===== config.mk =====
export PLATFORM = sky130hd
export DESIGN_NAME = orb_ram
export DESIGN_NICKNAME = d
export VERILOG_FILES = /design/src/sv/orb_ram.sv
export SDC_FILE = /design/constraint.sdc
export NUM_CORES = 2
export LEC_CHECK = 0
export BUFFER_PORTS_ARGS = -buffer_cell sky130_fd_sc_hd__buf_2
export CAP_MARGIN = 5
export CORE_MARGIN = 2
export CORE_UTILIZATION = 30
export CTS_CLUSTER_DIAMETER = 30
export DETAILED_ROUTE_END_ITERATION = 10
export GPL_ROUTABILITY_DRIVEN = 0
export MAX_ROUTING_LAYER = met4
export PLACE_DENSITY = 0.46
export SYNTH_ARGS = -nofsm -noshare
export SYNTH_HDL_FRONTEND = slang
export SYNTH_SLANG_ARGS = --single-unit
export TNS_END_PERCENT = 20

===== constraint.sdc =====
create_clock -name i_clk -period 3.8 [get_ports i_clk]
set_input_delay 0.76 -clock i_clk [delete_from_list [all_inputs] [get_ports i_clk]]
set_output_delay 0.76 -clock i_clk [all_outputs]
set_load 0.01 [all_outputs]

===== src/sv/orb_ram.sv =====
`timescale 1ns / 1ps
// generic single-write, single-read ram with registered read data
module orb_ram #(
    parameter int WIDTH = 32,
    parameter int DEPTH = 128
) (
    input  logic                             i_clk,
    input  logic                             i_we,
    input  logic [$clog2(DEPTH)-1:0]         i_waddr,
    input  logic [WIDTH-1:0]                 i_wdata,
    input  logic [$clog2(DEPTH)-1:0]         i_raddr,
    output logic [WIDTH-1:0]                 o_rdata
);

    logic [WIDTH-1:0] r_mem [DEPTH];
    logic [WIDTH-1:0] r_rdata;

    always_ff @(posedge i_clk) begin
        if (i_we) begin
            r_mem[i_waddr] <= i_wdata;
        end
        r_rdata <= r_mem[i_raddr];
    end

    assign o_rdata = r_rdata;

endmodule


==> summary.md <==
| Metric | Value |
|---|---|
| Die width | `726 um` |
| Cells taking the most area after synthesis | `edfxtp_1, mux4_2, clkbuf_1` |
| Startpoint Class | `register` |
| Slowest cell on crit path | `dfxtp_1` |
| Slew @ Worst Pin | `1.28 ns` |
| Gr usage total | `0.184` |
| Worst path top cell family by delay | `flip-flops` |
| Worst Clk Skew | `0.0653 ns` |
| CTS Sinks | `4,128` |
| RSZ-0062 raised after global routing | `no` |
| Detailed-placement wirelength estimate | `273,000 um` |
| # rows | `265` |
| Switch Pwr | `0.0276 W` |
| Largest net degree at the start of global routing | `129` |
| Leakage power | `63.1 nW` |
| Mapped cell area | `0.156 mm^2` |
| Worst path max stage delay | `1.10 ns` |
| Root Driver | `clkbuf_16` |
| Share of post-route cells with drive strength above 1 | `0.437` |
| Max clock buf depth | `4` |
| Slew headroom | `0.146` |
| Yosys reg bits | `4,128` |
| Synth Net Count | `6,038` |
| Hold_ws | `0.258 ns` |
| Post-CTS setup buffers | `0` |
| Sw Share | `0.215` |
| Port Buffer Count | `79` |
| CP Data Arrival Time | `2.50 ns` |
| Die Height | `726 um` |
| Fmax | `307 MHz` |
| Final worst path period share | `0.857` |
| Via density | `5.05` |
| Clk_lat worst skew | `1.09 ns` |
| Die area | `0.527 mm^2` |
| Critical path type | `register to primary output` |
| Routed WL per cell | `32.6 um` |
| Setup violations, final | `0` |
| Post-synth EDFFs | `4,096` |
| TritonCTS buffer count | `790` |
| CTS Hold Bufs | `0` |
| Synth-to-layout area growth | `28.1%` |
| Post_cts resized | `0` |
| Routed WL | `480,000 um` |
| FFs w/ async S/R, synth | `0` |
| Clock group share of total power | `0.561` |
| Yosys Warn Count | `0` |
| Internal Pwr Total | `0.101 W` |
| First drt pass iteration count | `5` |
| Crit-path cells | `buf_2` |
| Initial antenna violation count | `115` |
| Final Non-Filler Cells | `14.8k` |
| DR iter-0 viols | `9,091` |
| I/O pin total | `80` |
| Vias in the first global route | `77.6k` |
| First-pass GRT wire length | `653,000 um` |
| Synth top area share | `0.787` |
| Final hold vios | `0` |
| CTS tree | `yes` |
| Syn avg cell area | `26.1 um^2` |
| Distinct cells, synth | `17` |
| Clk pin slew, worst setup/hold paths | `0.05 ns` |
| CP max FO | `18` |
| Dominant synthesized flop cell | `edfxtp_1` |
| Starting Density | `0.301` |
| Comb pwr share | `0.042` |
| Buf+Inv Stages, Crit Path | `1` |
| Cells after Synth | `5,990` |
| Status | `finished clean` |
| WP data required | `3.04 ns` |
| Final Net Count | `7,080` |
| DR DRC count | `0` |
| Fin Setup TNS | `0 ns` |
| Via count | `74.5k` |
| Inst Count DP | `13.2k` |
| VDD IR max | `0.479 mV` |
| Tmin final | `3.26 ns` |
| Power Density | `640 mW/mm^2` |
| Worst hold path class | `input pin to register` |
| Slew Viols, Final | `0` |
| Core Area | `0.520 mm^2` |
| Reg power frac | `0.396` |
| Cell taking the most area after synthesis | `edfxtp_1` |
| Total gr overflow | `0` |
| Max-cap violations | `0` |
| H-tree depth | `6` |
| Antenna Nets Post-Route | `0` |
| Post-synthesis sequential area ratio | `0.791` |
| CP Capture Type | `primary output` |
-- per-layer routing --
layer,track usage,part of all wire,vias up
met5,-,0,-
met4,0.0395,0.018,0
met3,0.0310,0.065,578
met2,0.292,0.48,2867
met1,0.250,0.43,42034
li1,-,-,29035
-- through the flow --
| stage | total power (W) | utilization | worst slack, ns | cell area (um^2) |
|---|---|---|---|---|
| 2_1_floorplan | 0.0538 | - | -0.199 | 156000 |
| 3_3_place_gp | 0.0571 | 0.331 | -0.352 | 172000 |
| 3_5_place_dp | 0.0571 | 0.331 | -0.341 | 172000 |
| 4_1_cts | 0.129 | 0.385 | 0.609 | 200000 |
| 5_1_grt | 0.132 | 0.385 | 0.538 | 200000 |
| 6_report | 0.128 | 0.385 | 0.543 | 200000 |
-- logic make-up after synthesis --
group,Yosys count,synth area share
flops,4128,0.791
mux,1376,0.196
buf+inv,316,0.00839
simple gates,170,0.00446
-- power by group through the flow --
stage | clock network, W | logic [W] | registers [W]
2_1_floorplan | 0 | 0.00243 | 0.0513
3_3_place_gp | 0 | 0.00548 | 0.0516
3_5_place_dp | 0 | 0.00555 | 0.0516
4_1_cts | 0.0730 | 0.00556 | 0.0508
5_1_grt | 0.0751 | 0.00570 | 0.0507
6_report | 0.0719 | 0.00544 | 0.0507
-- synth_stat cells (all sizes together), types with 3 or more instances --
| cell type | count |
|---|---|
| nor2b | 7 |
| mux4 | 1344 |
| nor2 | 122 |
| edfxtp | 4096 |
| nand3 | 12 |
| nor3 | 9 |
| clkbuf | 182 |
| mux2 | 32 |
| nand4 | 3 |
| nand2 | 14 |
| dfxtp | 32 |
| buf | 134 |
-- registers in the layout, indices dropped and copies added (netlist names) --
| signal | count |
|---|---|
| o_rdata | 32 |
| r_mem | 4096 |
-- cell usage in the layout (no fill, tap or decap), types with 2 or more instances in the layout --
| cell | n |
|---|---|
| nand4_1 | 3 |
| clkinv_4 | 56 |
| mux2_2 | 32 |
| clkinvlp_4 | 83 |
| nor2_1 | 3 |
| diode_2 | 87 |
| clkbuf_1 | 73 |
| nor2_4 | 119 |
| inv_6 | 47 |
| nor2b_1 | 7 |
| bufinv_16 | 134 |
| edfxtp_1 | 4096 |
| inv_8 | 2 |
| nand2_1 | 11 |
| buf_4 | 250 |
| clkinv_2 | 135 |
| clkinv_8 | 7 |
| nand3_1 | 8 |
| nor3_2 | 9 |
| buf_2 | 41 |
| buf_8 | 3 |
| nand2b_1 | 2 |
| nand2_2 | 3 |
| clkinv_1 | 112 |
| nand3_2 | 4 |
| inv_16 | 8 |
| clkbuf_8 | 10 |
| buf_12 | 271 |
| clkinv_16 | 14 |
| dfxtp_1 | 32 |
| clkbuf_16 | 803 |
| mux4_2 | 1344 |
-- area by class of cell --
type,count,area [um^2]
timing repair buffer,566,7560
clock inverter,598,7360
antenna,87,218
fill,46120,320000
tap,6942,8690
sequential,4128,124000
multi-input combinational,1546,32300
clock buffer,886,20500
-- worst paths after layout --
check | from | end | slack, ns | cells past startpoint
max | o_rdata[15] | o_rdata[15] | 0.54 | 1
min | i_wdata[11] | r_mem[124][11] | 0.26 | 1
min reg2reg | r_mem[124][21] | o_rdata[21] | 1.11 | 4
max reg2reg | r_mem[95][15] | o_rdata[15] | 1.11 | 4
Note: power is estimated with default switching activity, not from simulation.
